==> config.mk <==
export PLATFORM = sky130hd
export DESIGN_NAME = terminal_key_sequence_decoder_flat
export DESIGN_NICKNAME = d
export VERILOG_FILES = /design/src/rtl/tksd_pkg.sv /design/src/rtl/tksd_in_if.sv /design/src/rtl/tksd_out_if.sv /design/src/rtl/tksd_cfg_regs.sv /design/src/rtl/tksd_core.sv /design/src/rtl/terminal_key_sequence_decoder.sv /design/src/flat_wrapper.sv
export SDC_FILE = /design/constraint.sdc
export NUM_CORES = 1
export LEC_CHECK = 0
export ABC_CLOCK_PERIOD_IN_PS = 3800
export BUFFER_PORTS_ARGS = -buffer_cell sky130_fd_sc_hd__buf_4
export CORE_ASPECT_RATIO = 1.1
export CORE_MARGIN = 5
export CORE_UTILIZATION = 30
export DETAILED_ROUTE_END_ITERATION = 10
export GPL_TIMING_DRIVEN = 0
export MAX_ROUTING_LAYER = met4
export SLEW_MARGIN = 40
export SYNTH_ARGS = -nofsm -noshare
export SYNTH_HDL_FRONTEND = slang
export SYNTH_SLANG_ARGS = --single-unit
==> constraint.sdc <==
create_clock -name i_clk -period 3.8 [get_ports i_clk]
set_input_delay 0.19 -clock i_clk [delete_from_list [all_inputs] [get_ports i_clk]]
set_output_delay 0.19 -clock i_clk [all_outputs]
set_load 0.01 [all_outputs]
==> src/rtl/tksd_pkg.sv <==
// ----------------------------------------------------------------------------
// Terminal key sequence decoder package
// Shared types, byte constants and key lookup functions.
// ----------------------------------------------------------------------------
`default_nettype none

package tksd_pkg;

    localparam int unsigned SEQUENCE_MAX = 15;
    localparam int unsigned SEQ_LEN_W    = $clog2(SEQUENCE_MAX + 1);

    localparam int unsigned TICK_W  = 16;
    localparam int unsigned CODE_W  = 21;
    localparam int unsigned KEY_W   = 5;
    localparam int unsigned BYTE_W  = 8;

    localparam logic [0:0] CFG_ESC_TIMEOUT = 1'b0;
    localparam logic [0:0] CFG_UTF_TIMEOUT = 1'b1;

    localparam logic [TICK_W-1:0] ESC_TIMEOUT_RESET = 16'd50;
    localparam logic [TICK_W-1:0] UTF_TIMEOUT_RESET = 16'd20;

    localparam logic [BYTE_W-1:0] BYTE_ESC       = 8'h1B;
    localparam logic [BYTE_W-1:0] BYTE_CR        = 8'h0D;
    localparam logic [BYTE_W-1:0] BYTE_LF        = 8'h0A;
    localparam logic [BYTE_W-1:0] BYTE_TAB       = 8'h09;
    localparam logic [BYTE_W-1:0] BYTE_DEL       = 8'h7F;
    localparam logic [BYTE_W-1:0] BYTE_BS        = 8'h08;
    localparam logic [BYTE_W-1:0] BYTE_ETX       = 8'h03;
    localparam logic [BYTE_W-1:0] BYTE_CSI       = 8'h5B;
    localparam logic [BYTE_W-1:0] BYTE_SS3       = 8'h4F;
    localparam logic [BYTE_W-1:0] BYTE_TILDE     = 8'h7E;
    localparam logic [BYTE_W-1:0] BYTE_FINAL_LO  = 8'h40;
    localparam logic [BYTE_W-1:0] BYTE_FINAL_HI  = 8'h7E;
    localparam logic [BYTE_W-1:0] BYTE_DIGIT_LO  = 8'h30;
    localparam logic [BYTE_W-1:0] BYTE_DIGIT_HI  = 8'h39;
    localparam logic [BYTE_W-1:0] BYTE_SPACE     = 8'h20;
    localparam logic [BYTE_W-1:0] BYTE_ASCII_TOP = 8'h80;
    localparam logic [BYTE_W-1:0] CTRL_OFFSET    = 8'h60;
    localparam logic [BYTE_W-1:0] NUM_SAT        = 8'hFF;

    typedef enum logic [1:0] {
        MODE_IDLE = 2'd0,
        MODE_ESC  = 2'd1,
        MODE_SEQ  = 2'd2,
        MODE_UTF  = 2'd3
    } t_mode;

    typedef enum logic [KEY_W-1:0] {
        KC_NONE      = 5'd0,
        KC_CHAR      = 5'd1,
        KC_ENTER     = 5'd2,
        KC_TAB       = 5'd3,
        KC_BKSP      = 5'd4,
        KC_INTR      = 5'd5,
        KC_ESC       = 5'd6,
        KC_UP        = 5'd7,
        KC_DN        = 5'd8,
        KC_RT        = 5'd9,
        KC_LT        = 5'd10,
        KC_HOM       = 5'd11,
        KC_END       = 5'd12,
        KC_SHIFT_TAB = 5'd13,
        KC_PGUP      = 5'd14,
        KC_PGDN      = 5'd15,
        KC_DEL       = 5'd16,
        KC_F1        = 5'd17,
        KC_F2        = 5'd18,
        KC_F3        = 5'd19,
        KC_F4        = 5'd20,
        KC_F5        = 5'd21,
        KC_F6        = 5'd22,
        KC_F7        = 5'd23,
        KC_F8        = 5'd24,
        KC_F9        = 5'd25,
        KC_F10       = 5'd26,
        KC_F11       = 5'd27,
        KC_F12       = 5'd28
    } t_key;

    typedef struct packed {
        logic [TICK_W-1:0] esc_timeout;
        logic [TICK_W-1:0] utf_timeout;
    } t_cfg;

    typedef struct packed {
        logic              valid;
        t_key              key_code;
        logic [CODE_W-1:0] char_code;
        logic              ctrl_flag;
        logic              alt_flag;
    } t_result;

    function automatic t_key letter_key(input logic [BYTE_W-1:0] b);
        t_key k;
        case (b)
            8'h41:   k = KC_UP;
            8'h42:   k = KC_DN;
            8'h43:   k = KC_RT;
            8'h44:   k = KC_LT;
            8'h48:   k = KC_HOM;
            8'h46:   k = KC_END;
            8'h5A:   k = KC_SHIFT_TAB;
            8'h50:   k = KC_F1;
            8'h51:   k = KC_F2;
            8'h52:   k = KC_F3;
            8'h53:   k = KC_F4;
            default: k = KC_NONE;
        endcase
        return k;
    endfunction

    function automatic t_key number_key(input logic [BYTE_W-1:0] n);
        t_key k;
        case (n)
            8'd1, 8'd7: k = KC_HOM;
            8'd4, 8'd8: k = KC_END;
            8'd3:       k = KC_DEL;
            8'd5:       k = KC_PGUP;
            8'd6:       k = KC_PGDN;
            8'd15:      k = KC_F5;
            8'd17:      k = KC_F6;
            8'd18:      k = KC_F7;
            8'd19:      k = KC_F8;
            8'd20:      k = KC_F9;
            8'd21:      k = KC_F10;
            8'd23:      k = KC_F11;
            8'd24:      k = KC_F12;
            default:    k = KC_NONE;
        endcase
        return k;
    endfunction

endpackage

`default_nettype wire

==> src/rtl/tksd_in_if.sv <==
// ----------------------------------------------------------------------------
// Terminal input channel
// Carries one received byte or one timer tick per word.
// ----------------------------------------------------------------------------
`default_nettype none

interface tksd_in_if;
    logic                        valid;
    logic                        ready;
    logic                        is_tick;
    logic [tksd_pkg::BYTE_W-1:0] data_byte;

    modport source (output valid, output is_tick, output data_byte, input ready);
    modport sink   (input valid, input is_tick, input data_byte, output ready);
endinterface

`default_nettype wire

==> src/rtl/tksd_out_if.sv <==
// ----------------------------------------------------------------------------
// Key event channel
// Carries one decoded key event per word.
// ----------------------------------------------------------------------------
`default_nettype none

interface tksd_out_if;
    logic                        valid;
    logic                        ready;
    logic [tksd_pkg::KEY_W-1:0]  key_code;
    logic [tksd_pkg::CODE_W-1:0] char_code;
    logic                        ctrl_flag;
    logic                        alt_flag;

    modport source (output valid, output key_code, output char_code,
                    output ctrl_flag, output alt_flag, input ready);
    modport sink   (input valid, input key_code, input char_code,
                    input ctrl_flag, input alt_flag, output ready);
endinterface

`default_nettype wire

==> src/rtl/tksd_cfg_regs.sv <==
// ----------------------------------------------------------------------------
// Timeout configuration registers
// Holds the escape and UTF-8 inter-byte timeouts written through the port.
// ----------------------------------------------------------------------------
`default_nettype none

module tksd_cfg_regs (
    input  wire logic                         i_clk,
    input  wire logic                         i_rst_n,
    input  wire logic                         i_cfg_we,
    input  wire logic [0:0]                   i_cfg_idx,
    input  wire logic [tksd_pkg::TICK_W-1:0]  i_cfg_data,
    output tksd_pkg::t_cfg                    o_cfg
);

    tksd_pkg::t_cfg r_cfg;

    always_ff @(posedge i_clk) begin
        if (!i_rst_n) begin
            r_cfg.esc_timeout <= tksd_pkg::ESC_TIMEOUT_RESET;
            r_cfg.utf_timeout <= tksd_pkg::UTF_TIMEOUT_RESET;
        end else if (i_cfg_we) begin
            case (i_cfg_idx)
                tksd_pkg::CFG_ESC_TIMEOUT: r_cfg.esc_timeout <= i_cfg_data;
                tksd_pkg::CFG_UTF_TIMEOUT: r_cfg.utf_timeout <= i_cfg_data;
                default: ;
            endcase
        end
    end

    assign o_cfg = r_cfg;

endmodule

`default_nettype wire

==> src/rtl/tksd_core.sv <==
// ----------------------------------------------------------------------------
// Decoder core
// Parser state and the combinational next-state and result logic.
// ----------------------------------------------------------------------------
`default_nettype none

module tksd_core (
    input  wire logic                         i_clk,
    input  wire logic                         i_rst_n,
    input  wire logic                         i_step,
    input  wire logic                         i_is_tick,
    input  wire logic [tksd_pkg::BYTE_W-1:0]  i_data_byte,
    input  wire tksd_pkg::t_cfg               i_cfg,
    output tksd_pkg::t_result                 o_res
);

    localparam int unsigned SW = tksd_pkg::SEQ_LEN_W;
    localparam int unsigned TW = tksd_pkg::TICK_W;
    localparam int unsigned CW = tksd_pkg::CODE_W;
    localparam int unsigned BW = tksd_pkg::BYTE_W;

    tksd_pkg::t_mode r_mode, n_mode;
    logic [TW-1:0]   r_tc, n_tc;
    logic [SW-1:0]   r_len, n_len;
    logic [BW-1:0]   r_first, n_first;
    logic [BW-1:0]   r_num, n_num;
    logic            r_nds, n_nds;
    logic [CW-1:0]   r_acc, n_acc;
    logic [1:0]      r_cl, n_cl;

    logic [TW-1:0]   tc_inc;
    logic [TW-1:0]   limit;
    logic [SW-1:0]   len_inc;
    logic [11:0]     num_mul;
    logic [1:0]      cl_dec;
    logic [CW-1:0]   acc_shift;
    logic [BW-1:0]   b;

    tksd_pkg::t_result res;

    assign b         = i_data_byte;
    assign tc_inc    = (r_tc != {TW{1'b1}}) ? r_tc + TW'(1) : r_tc;
    assign limit     = (r_mode == tksd_pkg::MODE_UTF) ? i_cfg.utf_timeout : i_cfg.esc_timeout;
    assign len_inc   = r_len + SW'(1);
    assign num_mul   = {4'd0, r_num} * 12'd10 + {8'd0, b[3:0]};
    assign cl_dec    = r_cl - 2'd1;
    assign acc_shift = {r_acc[CW-7:0], b[5:0]};

    always_comb begin
        n_mode  = r_mode;
        n_tc    = r_tc;
        n_len   = r_len;
        n_first = r_first;
        n_num   = r_num;
        n_nds   = r_nds;
        n_acc   = r_acc;
        n_cl    = r_cl;
        res     = '0;
        res.key_code = tksd_pkg::KC_NONE;

        if (i_is_tick) begin
            if (r_mode != tksd_pkg::MODE_IDLE) begin
                n_tc = tc_inc;
                if (tc_inc >= limit) begin
                    res.valid = 1'b1;
                    if (r_mode == tksd_pkg::MODE_ESC) begin
                        res.key_code = tksd_pkg::KC_ESC;
                    end
                end
            end
        end else begin
            case (r_mode)
                tksd_pkg::MODE_ESC: begin
                    if (b == tksd_pkg::BYTE_CSI || b == tksd_pkg::BYTE_SS3) begin
                        n_mode  = tksd_pkg::MODE_SEQ;
                        n_tc    = '0;
                        n_len   = '0;
                        n_first = '0;
                        n_num   = '0;
                        n_nds   = 1'b0;
                    end else begin
                        res.valid     = 1'b1;
                        res.key_code  = tksd_pkg::KC_CHAR;
                        res.char_code = CW'(b);
                        res.alt_flag  = 1'b1;
                    end
                end
                tksd_pkg::MODE_SEQ: begin
                    n_len = len_inc;
                    n_tc  = '0;
                    if (len_inc == SW'(1)) begin
                        n_first = b;
                    end
                    if (b inside {[tksd_pkg::BYTE_FINAL_LO:tksd_pkg::BYTE_FINAL_HI]}) begin
                        res.valid = 1'b1;
                        if (len_inc == SW'(1)) begin
                            res.key_code = tksd_pkg::letter_key(b);
                        end else if (b == tksd_pkg::BYTE_TILDE && !r_nds) begin
                            res.key_code = tksd_pkg::number_key(r_num);
                        end
                    end else begin
                        if (b inside {[tksd_pkg::BYTE_DIGIT_LO:tksd_pkg::BYTE_DIGIT_HI]}) begin
                            n_num = (num_mul > 12'd255) ? tksd_pkg::NUM_SAT : num_mul[BW-1:0];
                        end else begin
                            n_nds = 1'b1;
                        end
                        if (len_inc >= SW'(tksd_pkg::SEQUENCE_MAX)) begin
                            res.valid = 1'b1;
                        end
                    end
                end
                tksd_pkg::MODE_UTF: begin
                    if (b[7:6] != 2'b10) begin
                        res.valid = 1'b1;
                    end else begin
                        n_acc = acc_shift;
                        n_cl  = cl_dec;
                        n_tc  = '0;
                        if (cl_dec == 2'd0) begin
                            res.valid     = 1'b1;
                            res.key_code  = tksd_pkg::KC_CHAR;
                            res.char_code = acc_shift;
                        end
                    end
                end
                default: begin
                    if (b == tksd_pkg::BYTE_ESC) begin
                        n_mode = tksd_pkg::MODE_ESC;
                        n_tc   = '0;
                    end else if (b == tksd_pkg::BYTE_CR || b == tksd_pkg::BYTE_LF) begin
                        res.valid    = 1'b1;
                        res.key_code = tksd_pkg::KC_ENTER;
                    end else if (b == tksd_pkg::BYTE_TAB) begin
                        res.valid    = 1'b1;
                        res.key_code = tksd_pkg::KC_TAB;
                    end else if (b == tksd_pkg::BYTE_DEL || b == tksd_pkg::BYTE_BS) begin
                        res.valid    = 1'b1;
                        res.key_code = tksd_pkg::KC_BKSP;
                    end else if (b == tksd_pkg::BYTE_ETX) begin
                        res.valid    = 1'b1;
                        res.key_code = tksd_pkg::KC_INTR;
                    end else if (b < tksd_pkg::BYTE_SPACE) begin
                        res.valid     = 1'b1;
                        res.key_code  = tksd_pkg::KC_CHAR;
                        res.char_code = CW'(b + tksd_pkg::CTRL_OFFSET);
                        res.ctrl_flag = 1'b1;
                    end else if (b < tksd_pkg::BYTE_ASCII_TOP) begin
                        res.valid     = 1'b1;
                        res.key_code  = tksd_pkg::KC_CHAR;
                        res.char_code = CW'(b);
                    end else if (b[7:5] == 3'b110) begin
                        n_acc  = CW'(b[4:0]);
                        n_cl   = 2'd1;
                        n_mode = tksd_pkg::MODE_UTF;
                        n_tc   = '0;
                    end else if (b[7:4] == 4'b1110) begin
                        n_acc  = CW'(b[3:0]);
                        n_cl   = 2'd2;
                        n_mode = tksd_pkg::MODE_UTF;
                        n_tc   = '0;
                    end else if (b[7:3] == 5'b11110) begin
                        n_acc  = CW'(b[2:0]);
                        n_cl   = 2'd3;
                        n_mode = tksd_pkg::MODE_UTF;
                        n_tc   = '0;
                    end else begin
                        res.valid = 1'b1;
                    end
                end
            endcase
        end

        if (res.valid) begin
            n_mode = tksd_pkg::MODE_IDLE;
            n_tc   = '0;
        end
    end

    always_ff @(posedge i_clk) begin
        if (!i_rst_n) begin
            r_mode  <= tksd_pkg::MODE_IDLE;
            r_tc    <= '0;
            r_len   <= '0;
            r_first <= '0;
            r_num   <= '0;
            r_nds   <= 1'b0;
            r_acc   <= '0;
            r_cl    <= '0;
        end else if (i_step) begin
            r_mode  <= n_mode;
            r_tc    <= n_tc;
            r_len   <= n_len;
            r_first <= n_first;
            r_num   <= n_num;
            r_nds   <= n_nds;
            r_acc   <= n_acc;
            r_cl    <= n_cl;
        end
    end

    assign o_res = res;

endmodule

`default_nettype wire

==> src/rtl/terminal_key_sequence_decoder.sv <==
// ----------------------------------------------------------------------------
// Terminal key sequence decoder
// Turns terminal bytes and timer ticks into key events.
// ----------------------------------------------------------------------------
// The block takes one word per clock cycle while the output is not stalled,
// either a received byte or a timer tick, and gives at most one key event for
// it. A word passes an input register and is decoded combinationally against
// the parser state into a result register, from which its event is offered on
// the output. The parser state is updated once per word, which sets the rate
// of one word per cycle. While an event waits downstream the decoder holds,
// and the input takes one more word into its register and then stalls until
// the event is taken. Timeouts are counted in ticks since the last byte, and
// the two timeout registers should be written only while no key sequence is
// in progress.
`default_nettype none

module terminal_key_sequence_decoder (
    input  wire logic                         i_clk,
    input  wire logic                         i_rst_n,
    input  wire logic                         i_cfg_we,
    input  wire logic [0:0]                   i_cfg_idx,
    input  wire logic [tksd_pkg::TICK_W-1:0]  i_cfg_data,
    tksd_in_if.sink                           i_in_ch,
    tksd_out_if.source                        o_out_ch
);

    tksd_pkg::t_cfg    cfg;
    tksd_pkg::t_result res;

    logic                        r_in_valid;
    logic                        r_in_tick;
    logic [tksd_pkg::BYTE_W-1:0] r_in_byte;
    logic                        r_out_valid;
    tksd_pkg::t_result           r_out;
    logic                        step;

    assign step          = r_in_valid && (!r_out_valid || o_out_ch.ready);
    assign i_in_ch.ready = !r_in_valid || step;

    tksd_cfg_regs u_cfg (
        .i_clk      (i_clk),
        .i_rst_n    (i_rst_n),
        .i_cfg_we   (i_cfg_we),
        .i_cfg_idx  (i_cfg_idx),
        .i_cfg_data (i_cfg_data),
        .o_cfg      (cfg)
    );

    tksd_core u_core (
        .i_clk       (i_clk),
        .i_rst_n     (i_rst_n),
        .i_step      (step),
        .i_is_tick   (r_in_tick),
        .i_data_byte (r_in_byte),
        .i_cfg       (cfg),
        .o_res       (res)
    );

    always_ff @(posedge i_clk) begin
        if (!i_rst_n) begin
            r_in_valid <= 1'b0;
        end else if (i_in_ch.ready) begin
            r_in_valid <= i_in_ch.valid;
        end
    end

    always_ff @(posedge i_clk) begin
        if (i_in_ch.valid && i_in_ch.ready) begin
            r_in_tick <= i_in_ch.is_tick;
            r_in_byte <= i_in_ch.data_byte;
        end
    end

    always_ff @(posedge i_clk) begin
        if (!i_rst_n) begin
            r_out_valid <= 1'b0;
        end else if (step) begin
            r_out_valid <= res.valid;
        end else if (o_out_ch.ready) begin
            r_out_valid <= 1'b0;
        end
    end

    always_ff @(posedge i_clk) begin
        if (step) begin
            r_out <= res;
        end
    end

    assign o_out_ch.valid     = r_out_valid;
    assign o_out_ch.key_code  = r_out.key_code;
    assign o_out_ch.char_code = r_out.char_code;
    assign o_out_ch.ctrl_flag = r_out.ctrl_flag;
    assign o_out_ch.alt_flag  = r_out.alt_flag;

endmodule

`default_nettype wire
==> src/flat_wrapper.sv <==
// flat-port wrapper written by rule: the top's interface ports become plain ports
module terminal_key_sequence_decoder_flat 
  (i_clk, i_rst_n, i_cfg_we, i_cfg_idx, i_cfg_data, i_in_ch_valid, i_in_ch_is_tick, i_in_ch_data_byte, i_in_ch_ready, o_out_ch_valid, o_out_ch_key_code, o_out_ch_char_code, o_out_ch_ctrl_flag, o_out_ch_alt_flag, o_out_ch_ready);
  tksd_in_if i_in_ch_i ();
  tksd_out_if o_out_ch_i ();
  input  wire logic i_clk;
  input  wire logic i_rst_n;
  input  wire logic i_cfg_we;
  input  wire logic [0:0] i_cfg_idx;
  input  wire logic [tksd_pkg::TICK_W-1:0] i_cfg_data;
  input wire logic [$bits(i_in_ch_i.valid)-1:0] i_in_ch_valid;
  input wire logic [$bits(i_in_ch_i.is_tick)-1:0] i_in_ch_is_tick;
  input wire logic [$bits(i_in_ch_i.data_byte)-1:0] i_in_ch_data_byte;
  output wire logic [$bits(i_in_ch_i.ready)-1:0] i_in_ch_ready;
  output wire logic [$bits(o_out_ch_i.valid)-1:0] o_out_ch_valid;
  output wire logic [$bits(o_out_ch_i.key_code)-1:0] o_out_ch_key_code;
  output wire logic [$bits(o_out_ch_i.char_code)-1:0] o_out_ch_char_code;
  output wire logic [$bits(o_out_ch_i.ctrl_flag)-1:0] o_out_ch_ctrl_flag;
  output wire logic [$bits(o_out_ch_i.alt_flag)-1:0] o_out_ch_alt_flag;
  input wire logic [$bits(o_out_ch_i.ready)-1:0] o_out_ch_ready;
  assign i_in_ch_i.valid = i_in_ch_valid;
  assign i_in_ch_i.is_tick = i_in_ch_is_tick;
  assign i_in_ch_i.data_byte = i_in_ch_data_byte;
  assign i_in_ch_ready = i_in_ch_i.ready;
  assign o_out_ch_valid = o_out_ch_i.valid;
  assign o_out_ch_key_code = o_out_ch_i.key_code;
  assign o_out_ch_char_code = o_out_ch_i.char_code;
  assign o_out_ch_ctrl_flag = o_out_ch_i.ctrl_flag;
  assign o_out_ch_alt_flag = o_out_ch_i.alt_flag;
  assign o_out_ch_i.ready = o_out_ch_ready;
  terminal_key_sequence_decoder u_core (.i_clk(i_clk), .i_rst_n(i_rst_n), .i_cfg_we(i_cfg_we), .i_cfg_idx(i_cfg_idx), .i_cfg_data(i_cfg_data), .i_in_ch(i_in_ch_i), .o_out_ch(o_out_ch_i));
endmodule
==> impl_metrics.yaml, run 1 <==
power_and_ir_drop:
  p_int_w: 0.00245
  seq_power_share: 0.436
  ir_drop_mv: 0.284
  p_switching_w: 0.000819
  powerDensity_nw_per_um2: 357
  leakage_nw: 3.54
  comb_power_share: 0.087
  switching_share: 0.250
  p_clk_frac: 0.478
  p_total_w: 0.00327
sta:
  hold_viol_final: 0
  slew_headroom: 0.493
  hold_slack_ps: 19.2
  tightest_slew_ps: 759
  layout_setup_ws_ps: 118
  final_max_slew_viol_count: 0
  finalCriticalPeriod_ps: 3680
  post-route-period-util: 0.969
  clock_skew_ps: 10.1
  setup_viol: 0
  fmax_mhz: 272
status:
  status: "finished, final reports clean"
synth:
  synthesis.area_um2: 7260
  syn_avg_cell_area_um2: 8.55
  ys_seq_elements: 124
  synthFlopType: "dfxtp_1"
  ys_types: 74
  yosysSeqAreaShare: 0.393
  synthArstFlopShare: 0
  synthesis.instances: 849
  syn-num-nets: 931
  ys.warnings.count: 0
  synth_edf_count: 37
floorplan:
  row_count: 59
  dieWidth_um: 158
  start_util: 0.305
  die-area_um2: 27400
  boundaryPins: 61
  die_h_um: 173
  core_area_um2: 23800
global_routing:
  grt_max_degree: 33
  grt_overflow: 0
  grt_pass1_vias: 6464
  antenna_found_initial: 0
  track_usage: 0.146
  grt_pass1_wl_mm: 31.9
hold_path:
  holdCritPathClass: "in -> reg"
drt:
  first_pass_iters: 5
  vias: 6556
  wl_mm: 19.6
  drc_errors: 0
  drtAntennaViolNets: 0
  via_per_inst: 5.14
  dr.first_iter.drc_count: 361
  wl_per_cell_um: 15.3
cts:
  clkLatencyLatePin_ps: 430
  cts-htree-levels: 4
  tritoncts: "built"
  clock_path_buffers: 2
  cts_buffers: 17
  root_buffer: "clkbuf_16"
  path_clk_slew_ps: 60
  cts.sinks: 124
place:
  dpl-instance-area_um2: 8100
  port_buffers: 60
  gp_congestion: 0.898
  pre_cts_ws_ps: -812
  place_hpwl_mm: 14.1
worst_setup_path:
  crit_chain: "ha_1, ha_2, fa_2, and3_1, or3_1, and3_1, mux2i_2, buf_4, o31ai_4, a21oi_2, buf_4, inv_1, ha_4, mux2i_1, a221oi_2"
  path_delay_family: "adder cells"
  slowest_stage: "fa_2"
  crit_path_max_incr_delay_ps: 400
  worstPathRequired_ps: 4110
  critPathMaxFanout: 4
  cp-start-kind: "flip-flop"
  crit_arrival_ps: 3990
  cp-end-kind: "flip-flop"
  crit_buf_inv: 3
  critical_path_class: "reg -> reg"
final_layout:
  final_util: 0.386
  n_antenna_cell: 0
  drive_gt1_frac: 0.180
  area.growth.synth_to_final_pct: 26.3
  fin_area_um2: 9160
  fin_nets: 1040
run:
  max-cap-violations: 0
tightest hold or removal path, cell delays in order:
cell and delay, ps:
buf_4 110, nand2_1 50, a21oi_1 50
worst paths after layout:
path / start / endpoint / slack [ps] / cells past startpoint
worst min register to register: u_core.u_core.r_acc[12] / u_core.u_core.r_acc[12] / 450 / 2
worst max register to register: u_core.u_core.r_num[1] / flip-flop / 120 / 15
worst min-delay path: i_cfg_data[8] / u_core.u_cfg.o_cfg[24] / 20 / 3
worst max-delay path: u_core.u_core.r_num[1] / flip-flop / 120 / 15
synthesized netlist by cell type (all sizes together) (3+ instances only):
cell | number | area, µm²
a21o | 10 | 75.1
xnor2 | 12 | 105
nand3b | 5 | 37.5
a22oi | 6 | 45.0
nand4 | 11 | 68.8
nand2 | 143 | 537
o31ai | 4 | 30.0
nor2 | 47 | 176
nand2b | 9 | 56.3
or3 | 7 | 43.8
nor4 | 5 | 37.5
o31a | 4 | 43.8
buf | 10 | 50.1
a21boi | 4 | 30.0
dfxtp | 87 | 1740
or3b | 10 | 90.1
xor2 | 10 | 87.6
nand4b | 5 | 43.8
and3 | 10 | 62.6
nand3 | 39 | 195
o21a | 5 | 37.5
or4b | 3 | 30.0
inv | 25 | 93.8
nor3 | 19 | 106
nor4b | 3 | 26.3
ha | 49 | 613
edfxtp | 37 | 1110
clkbuf | 39 | 146
mux2i | 19 | 190
o221ai | 3 | 26.3
nor2b | 10 | 62.6
and2 | 25 | 156
a31oi | 12 | 75.1
a21oi | 83 | 419
o2111ai | 3 | 26.3
o21ai | 28 | 140
a211oi | 10 | 75.1
o211ai | 3 | 22.5
a41oi | 3 | 26.3
cell usage in the layout, fill, tap and decap left out, drive strengths merged, types with 7 or more instances in the layout:
master / netlist / layout
nand4: 11 / 11
and3: 10 / 10
edfxtp: 37 / 37
clkbuf: 39 / 56
a31oi: 12 / 12
ha: 49 / 49
nor2b: 10 / 10
mux2i: 19 / 19
nor2: 47 / 47
nand2b: 9 / 9
o21ai: 28 / 28
dlygate4sd3: 0 / 13
and2: 25 / 25
xor2: 10 / 10
a21o: 10 / 10
buf: 10 / 90
xnor2: 12 / 12
a211oi: 10 / 10
or3: 7 / 7
dfxtp: 87 / 87
nor3: 19 / 19
or3b: 10 / 10
clkinv: 1 / 8
a21oi: 83 / 83
nand2: 143 / 143
inv: 25 / 28
nand3: 39 / 39
sequential cells by signal, indices dropped and copies added, names as in the netlist, named ones only:
register and flops:
u_core.u_core.r_nds 1, u_core.u_core.r_tc 16, u_core.u_core.r_acc 15, u_core.r_in_tick 1, u_core.o_out_ch.valid 1, u_core.u_core.r_num 8
u_core.u_cfg.o_cfg 32, u_core.r_in_byte 8, u_core.o_out_ch.key_code 5, u_core.u_core.r_len 4, u_core.u_core.r_mode 2, u_core.o_out_ch.ctrl_flag 1
u_core.o_out_ch.char_code 21, u_core.o_out_ch.alt_flag 1, u_core.r_in_valid 1, u_core.u_core.r_cl 2
metrics by stage:
stage,std cells,setup TNS (ps)
final,1276,0
after global routing,1276,-29.3
after CTS,1267,0
after detailed placement,1214,-13370
after global placement,1214,-13920
after floorplan,849,0
area by class of cell:
cell class / count / area, µm²
Multi-Input combinational cell: 650 / 4310
Clock inverter: 12 / 111
Buffer: 47 / 219
Clock buffer: 20 / 457
Timing Repair Buffer: 92 / 723
Tap cell: 305 / 382
Inverter: 26 / 97.6
Sequential cell: 124 / 2860
Fill cell: 2458 / 14600
power by group through the flow:
stage	combinational, W	sequential (W)	clock (W)
2_1_floorplan	0.000153	0.00145	0
3_5_place_dp	0.000265	0.00145	0
6_report	0.000284	0.00142	0.00156
3_3_place_gp	0.000263	0.00145	0
5_1_grt	0.000313	0.00143	0.00165
4_1_cts	0.000279	0.00142	0.00159
what timing repair did:
| item | CTS | global route |
|---|---|---|
| buffers inserted | 10 | 9 |
| hold buffers | 13 | 0 |
| setup endpoints to repair | 26 | 19 |
| endpoints found under the hold margin | 14 | 0 |
| resized for setup | 26 | 32 |
| pin swaps | 5 | 22 |
metal layers:
| layer | global-route usage | up-vias | part of all wire |
|---|---|---|---|
| li1 | - | 3268 | - |
| met1 | 0.178 | 3076 | 0.43 |
| met2 | 0.240 | 182 | 0.49 |
| met3 | 0.0280 | 30 | 0.052 |
| met4 | 0.0508 | 0 | 0.026 |
| met5 | - | - | 0 |
cell families (layout without fill, tap and decap cells):
group / count (synthesis) / in the layout / synth area share
compound gates: 196 / 196 / 0.172
simple gates: 360 / 360 / 0.249
buf+inv: 75 / 197 / 0.0405
flops: 124 / 124 / 0.393
fa+ha+maj: 51 / 51 / 0.0900
mux: 21 / 21 / 0.0293
xor+xnor: 22 / 22 / 0.0265
(Power assumes the default switching activity.)
==> run 2, diff against run 1 <==
--- a/config.mk
+++ b/config.mk
@@ -7,7 +7,7 @@
 export LEC_CHECK = 0
 export ABC_CLOCK_PERIOD_IN_PS = 3800
 export BUFFER_PORTS_ARGS = -buffer_cell sky130_fd_sc_hd__buf_4
-export CORE_ASPECT_RATIO = 1.1
+export CORE_ASPECT_RATIO = 0.5
 export CORE_MARGIN = 5
 export CORE_UTILIZATION = 30
 export DETAILED_ROUTE_END_ITERATION = 10
==> run 2 against run 1 <==
- die area is 0.67% higher
- clock power is 4% lower
- routed wire length is 4.6% higher
- maximum frequency is 0.43% higher
- largest power group unchanged
- sequential share of layout area is 0.22 points lower
- first-iteration DRC count is 34% higher
- register-to-register slack better by 20 ps
- sequential cell count stayed put
- combinational power is 2% higher
- via count is 1.7% higher
- hold slack better by 3.4 ps
- critical path depth is 2 lower
- critical path type unchanged
==> impl_metrics.yaml, run 2 (synthesized netlist as in run 1, its figures left out) <==
global_routing:
  track_usage: 0.147
  antenna_found_initial: 0
  grt_pass1_vias: 6210
  grt_overflow: 0
  grt_pass1_wl_mm: 32.4
  grt_max_degree: 33
power_and_ir_drop:
  comb_power_share: 0.090
  p_clk_frac: 0.466
  ir_drop_mv: 0.344
  seq_power_share: 0.444
  switching_share: 0.242
  p_switching_w: 0.000778
  p_int_w: 0.00243
  powerDensity_nw_per_um2: 347
  leakage_nw: 3.53
final_layout:
  fin_nets: 1043
  fill_cells: 2400
  drive_gt1_frac: 0.188
  layout_common_cells: "nand2_1, buf_4, dfxtp_1"
  final_cells: 1288
  area.growth.synth_to_final_pct: 27.5
  n_antenna_cell: 0
  largest_reg_flops: 32
  final_common_cell: "nand2_1"
cts:
  cts_buffers: 17
  cts.sinks: 124
  clkLatencyLatePin_ps: 420
  clock_path_buffers: 2
  cts-htree-levels: 4
  root_buffer: "clkbuf_16"
  path_clk_slew_ps: 60
  tritoncts: "built"
worst_setup_path:
  regToRegStartpoint: "u_core.u_core.r_num[1]"
  cp-end-kind: "flip-flop"
  crit_arrival_ps: 3970
  r2r_slack_ps: 130
  worstPathRequired_ps: 4100
  r2r_cells: 13
  crit_chain: "ha_4, ha_4, fa_2, xor2_2, nand3_2, nor4b_4, mux2i_4, o31ai_4, a21oi_2, inv_2, ha_4, mux2i_1, a221oi_2"
  slowest_stage: "mux2i_4"
  critPathMaxFanout: 4
  crit_path_max_incr_delay_ps: 430
  critical_path_class: "reg -> reg"
  cp-start-kind: "flip-flop"
  cp_common_cell: "ha_4"
run:
  max-cap-violations: 0
drt:
  wl_per_cell_um: 15.9
  first_pass_iters: 6
  via_per_inst: 5.18
  wl_mm: 20.5
  drc_errors: 0
  drtAntennaViolNets: 0
  dr.first_iter.drc_count: 482
  vias: 6666
floorplan:
  die-area_um2: 27600
  dieWidth_um: 230
  core_area_um2: 23900
  start_util: 0.303
  die_h_um: 120
  boundaryPins: 61
  row_count: 40
place:
  gp_congestion: 0.897
  place_hpwl_mm: 14.8
  placedCellCount: 1224
  port_buffers: 60
sta:
  finalCriticalPeriod_ps: 3670
  clock_skew_ps: 10.2
  setup_viol: 0
  post-route-period-util: 0.965
  hold_viol_final: 0
  fmax_mhz: 273
  rsz0062_at_grt: "yes"
  hold_slack_ps: 22.5
  final_max_slew_viol_count: 0
  slew_headroom: 0.464
  tightest_slew_ps: 803
hold_path:
  hold_path_end: "u_core.u_cfg.o_cfg[21]"
  hp-start: "i_cfg_data[5]"
  holdPathStages: 3
  holdCritPathClass: "in -> reg"
status:
  status: "finished, final reports clean"
==> run 2: changes by cell type in the layout (fill, tap and decap cells not counted), sizes merged <==
cell and delta:
clkbuf +7, clkinv -4, buf +2, inv -2, bufinv -1
==> run 2: layer usage <==
metal,track usage,vias to the layer above,part of all wire
met5,-,-,0
met4,0.0366,0,0.0096
met3,0.0305,12,0.051
met2,0.227,175,0.46
met1,0.200,3215,0.48
li1,-,3264,-
==> run 2: area by class of cell <==
cell class              instances  area [µm²]  area share
clock inverters                 5        32.5     0.00352
inverters                      26        97.6      0.0105
clock buffers                  26         510      0.0552
plain buffers                  48         218      0.0235
flip-flops and latches        124        2870       0.310
repair buffers                 94         738      0.0798
multi-input cells             650        4390       0.475
well taps                     315         394      0.0426
==> run 2: through the flow <==
step | cell area [µm²] | setup TNS, ps | total power, W | utilization | setup WS [ps]
2_1_floorplan | 7270 | 0 | 0.00161 | - | 47.2
3_3_place_gp | 8110 | -15010 | 0.00172 | 0.339 | -860
3_5_place_dp | 8120 | -16300 | 0.00172 | 0.339 | -947
4_1_cts | 9010 | -9.40 | 0.00323 | 0.377 | -9.40
5_1_grt | 9250 | -101 | 0.00334 | 0.387 | -39.3
6_report | 9250 | 0 | 0.00321 | 0.387 | 134
==> run 2: worst max-delay path, delay by kind of cell (launching register included) <==
| kind | cells | cell delay, ps |
|---|---|---|
| compound gates | 3 | 760 |
| xor+xnor | 1 | 180 |
| fa+ha+maj | 4 | 1110 |
| buf+inv | 1 | 90 |
| flops | 1 | 370 |
| mux | 2 | 530 |
| simple gates | 2 | 510 |
==> run 2: power groups by stage <==
stage | Combinational, W | Clock, W | Sequential [W]
floorplan | 0.000153 | 0 | 0.00145
global placement | 0.000263 | 0 | 0.00145
detailed placement | 0.000267 | 0 | 0.00145
CTS | 0.000283 | 0.00152 | 0.00143
global route | 0.000317 | 0.00159 | 0.00143
finish | 0.000290 | 0.00150 | 0.00143
==> run 2: timing repair <==
item | 4_1_cts | 5_1_grt
pin swaps | 9 | 23
hold endpoints to repair | 14 | 0
cloned | 1 | 0
gates resized for setup | 29 | 49
setup buffers | 14 | 6
hold buffers | 13 | 0
setup endpoints to repair | 26 | 23
==> run 2: how the worst max path moves through the flow <==
stage / startpoint / end / cells after the start
floorplan: u_core.u_core.r_num[1] / flip-flop / 14
CTS: u_core.u_core.r_tc[0] / u_core.u_core.r_tc[11] / 17
finish: u_core.u_core.r_num[1] / flip-flop / 13
detailed placement: u_core.u_core.r_mode[0] / u_core.u_core.r_tc[11] / 15
global route: u_core.u_core.r_tc[4] / u_core.u_core.r_tc[10] / 19
global placement: u_core.u_core.r_mode[0] / u_core.u_core.r_tc[11] / 15
==> run 3, diff against run 2 <==
--- a/config.mk
+++ b/config.mk
@@ -5,6 +5,7 @@
 export SDC_FILE = /design/constraint.sdc
 export NUM_CORES = 1
 export LEC_CHECK = 0
+export ABC_AREA = 1
 export ABC_CLOCK_PERIOD_IN_PS = 3800
 export BUFFER_PORTS_ARGS = -buffer_cell sky130_fd_sc_hd__buf_4
 export CORE_ASPECT_RATIO = 0.5
==> run 3 against run 2 <==
- largest cell class unchanged
- register-to-register slack better by 170 ps
- global-route usage up 0.37 points
- non-clock buffer count decreased by 34
- die area is 1.3% lower
- largest power group unchanged
- final area shrank 4.4%
- hold slack got worse by 5.5 ps
- synthesized cell count is 12% higher
- critical path depth increased by 9
- sequential power up 3%
- setup slack better by 170 ps
- via count decreased by 0.62%
- utilization decreased by 0.42 points
==> impl_metrics.yaml, run 3 <==
synth:
  synthSimpleGateAreaFrac: 0.310
  yosysSeqAreaShare: 0.399
  netlist.area_leader.share: 0.243
  ys_top_cells_by_count: "nand2_1, nor2_1, dfxtp_1, inv_1, nand3_1"
  synth_mux_area_frac: 0.0210
  syn_avg_cell_area_um2: 7.50
  ys_types: 43
  synthXorXnorAreaFrac: 0.0196
  synth_edf_count: 37
  ys.warnings.count: 0
  synthesis.instances: 954
  yosysTopAreaCell: "dfxtp_1"
  synth_compound_area_frac: 0.0937
  synth_area_leaders: "dfxtp_1, edfxtp_1, nand2_1"
  synthFlopType: "dfxtp_1"
  synth_top_family_by_area: "simple AND/OR/NAND/NOR gates"
  syn-num-nets: 1036
  synthesis.area_um2: 7160
  synth_fa_ha_area_frac: 0.0912
  ys_seq_elements: 124
  synthArstFlopShare: 0
  synth_most_common_cell: "nand2_1"
cts:
  clock_path_buffers: 2
  cts_buffers: 17
  root_buffer: "clkbuf_16"
  clkLatencyLatePin_ps: 420
  post_cts_buffers: 0
  cts.sinks: 124
  path_clk_slew_ps: 50
  cts-htree-levels: 4
  tritoncts: "built"
final_layout:
  layout_common_cells: "nand2_1, nor2_1, dfxtp_1"
  n_antenna_cell: 0
  fin_nets: 1135
  fin_area_um2: 8850
  area.growth.synth_to_final_pct: 23.6
  largest_reg_flops: 32
  final_common_cell: "nand2_1"
  drive_gt1_frac: 0.124
  fill_cells: 2413
  multi_input_area_um2: 3850
  seq_area_um2: 2850
  final_util: 0.383
sta:
  hold_viol_final: 0
  post-route-period-util: 0.921
  finalCriticalPeriod_ps: 3500
  fmax_mhz: 286
  clock_skew_ps: 7.27
  final_max_slew_viol_count: 0
  setup_viol: 0
  tightest_slew_ps: 687
  hold_slack_ps: 17.1
  fin_setup_tns_ps: 0
  slew_headroom: 0.541
worst_setup_path:
  slowest_stage: "dfxtp_1"
  worstPathRequired_ps: 4150
  cp-end-kind: "flip-flop"
  cp-start-kind: "flip-flop"
  critical_path_class: "reg -> reg"
  r2r_cells: 22
  cp_common_cell: "nand2_1"
  crit_arrival_ps: 3860
  crit_chain: "ha_1, nand3_1, nor2_1, nand2_1, nor3_1, nor2_1, nand2_1, nor2_1, xor2_1, ha_1, a21oi_1, o21ai_0, nand3_1, nand2_1, nand2_1, nand4_1, nand2_2, clkbuf_2, nand3_1, nand2_1, nand2_1, nor2_1"
  r2r_slack_ps: 300
  crit_path_max_incr_delay_ps: 390
  critPathMaxFanout: 10
drt:
  wl_mm: 19.8
  drc_errors: 0
  dr.first_iter.drc_count: 586
  vias: 6625
  wl_per_cell_um: 14.4
  drtAntennaViolNets: 0
  first_pass_iters: 5
  via_per_inst: 4.83
floorplan:
  die_h_um: 119
  dieWidth_um: 228
  start_util: 0.309
  boundaryPins: 61
  row_count: 39
  die-area_um2: 27200
  core_area_um2: 23100
run:
  max-cap-violations: 0
global_routing:
  antenna_found_initial: 0
  grt_pass1_wl_mm: 32.5
  grt_pass1_vias: 6345
  grt_max_degree: 32
  track_usage: 0.151
  grt_overflow: 0
power_and_ir_drop:
  leakage_nw: 3.84
  ir_drop_mv: 0.319
  p_total_w: 0.00369
  powerDensity_nw_per_um2: 417
place:
  gp_congestion: 0.950
  dpl-instance-area_um2: 7990
  port_buffers: 60
  place_hpwl_mm: 14.9
hold_path:
  holdCritPathClass: "in -> reg"
  holdPathStages: 3
status:
  status: "finished, final reports clean"
-- run 3: cell types whose count changed after synthesis, sizes merged, moves of 10 or more --
| cell | before | now |
|---|---|---|
| and2 | 25 | 1 |
| o21ai | 28 | 57 |
| a21o | 10 | 0 |
| clkbuf | 39 | 16 |
| nor2b | 10 | 0 |
| nor2 | 47 | 176 |
| and3 | 10 | 0 |
| inv | 25 | 88 |
| nand2 | 143 | 211 |
| or3b | 10 | 0 |
| a21oi | 83 | 51 |
| nand3 | 39 | 75 |
-- run 3: per-stage QoR --
step / cells / worst slack (ps)
floorplan: 954 / 687
global placement: 1321 / 112
detailed placement: 1321 / 110
CTS: 1373 / 66.3
global route: 1373 / -12.5
finish: 1373 / 299
-- run 3: cells by family after synthesis --
family	Yosys count
simple gates	507
compound gates	124
flops	124
buf+inv	117
fa+ha+maj	51
xor+xnor	16
mux	15
-- run 3: layout make-up --
type | count | share of cell area
clock inverters | 12 | 0.0219
inverters | 89 | 0.0380
clock buffers | 20 | 0.0505
flip-flops and latches | 124 | 0.322
well taps | 307 | 0.0434
plain buffers | 28 | 0.0154
multi-input cells | 713 | 0.435
repair buffers | 80 | 0.0735
-- run 3: final timing paths --
path / endpoint / startpoint
max reg2reg: u_core.u_core.r_tc[1] / u_core.u_core.r_tc[1]
max: u_core.u_core.r_tc[1] / u_core.u_core.r_tc[1]
min: u_core.u_cfg.o_cfg[25] / i_cfg_data[9]
min reg2reg: u_core.u_cfg.o_cfg[21] / u_core.u_cfg.o_cfg[21]
-- run 3: report_power, final --
group,switching [W],total [W],internal (W),leakage [nW]
Sequential,0.0000512,0.00148,0.00143,1.07
Combinational,0.000267,0.000438,0.000171,2.47
Clock,0.000594,0.00177,0.00118,0.301
-- run 3: what timing repair did --
action,CTS,global route
resized for setup,0,7
hold buffers,20,0
hold endpoints to repair,21,0
endpoints found under the setup margin,0,16
-- run 3: worst max-delay path: cells and delay by family (launching register included) --
family                     cells  cell delay, ps
and+or+nand+nor               16            1840
buffers and inverters          1             280
AOI/OAI and AO/OA              2             230
DFF                            1             390
adders and majority gates      2             490
xor gates and xnor gates       1             200
-- run 3: metal layers --
metal | global-route usage | up-vias | wire length (µm)
met5 | - | - | 0
li1 | - | 3363 | -
met2 | 0.246 | 158 | 9260
met1 | 0.196 | 3080 | 9320
met3 | 0.0223 | 24 | 926
met4 | 0.0495 | 0 | 325
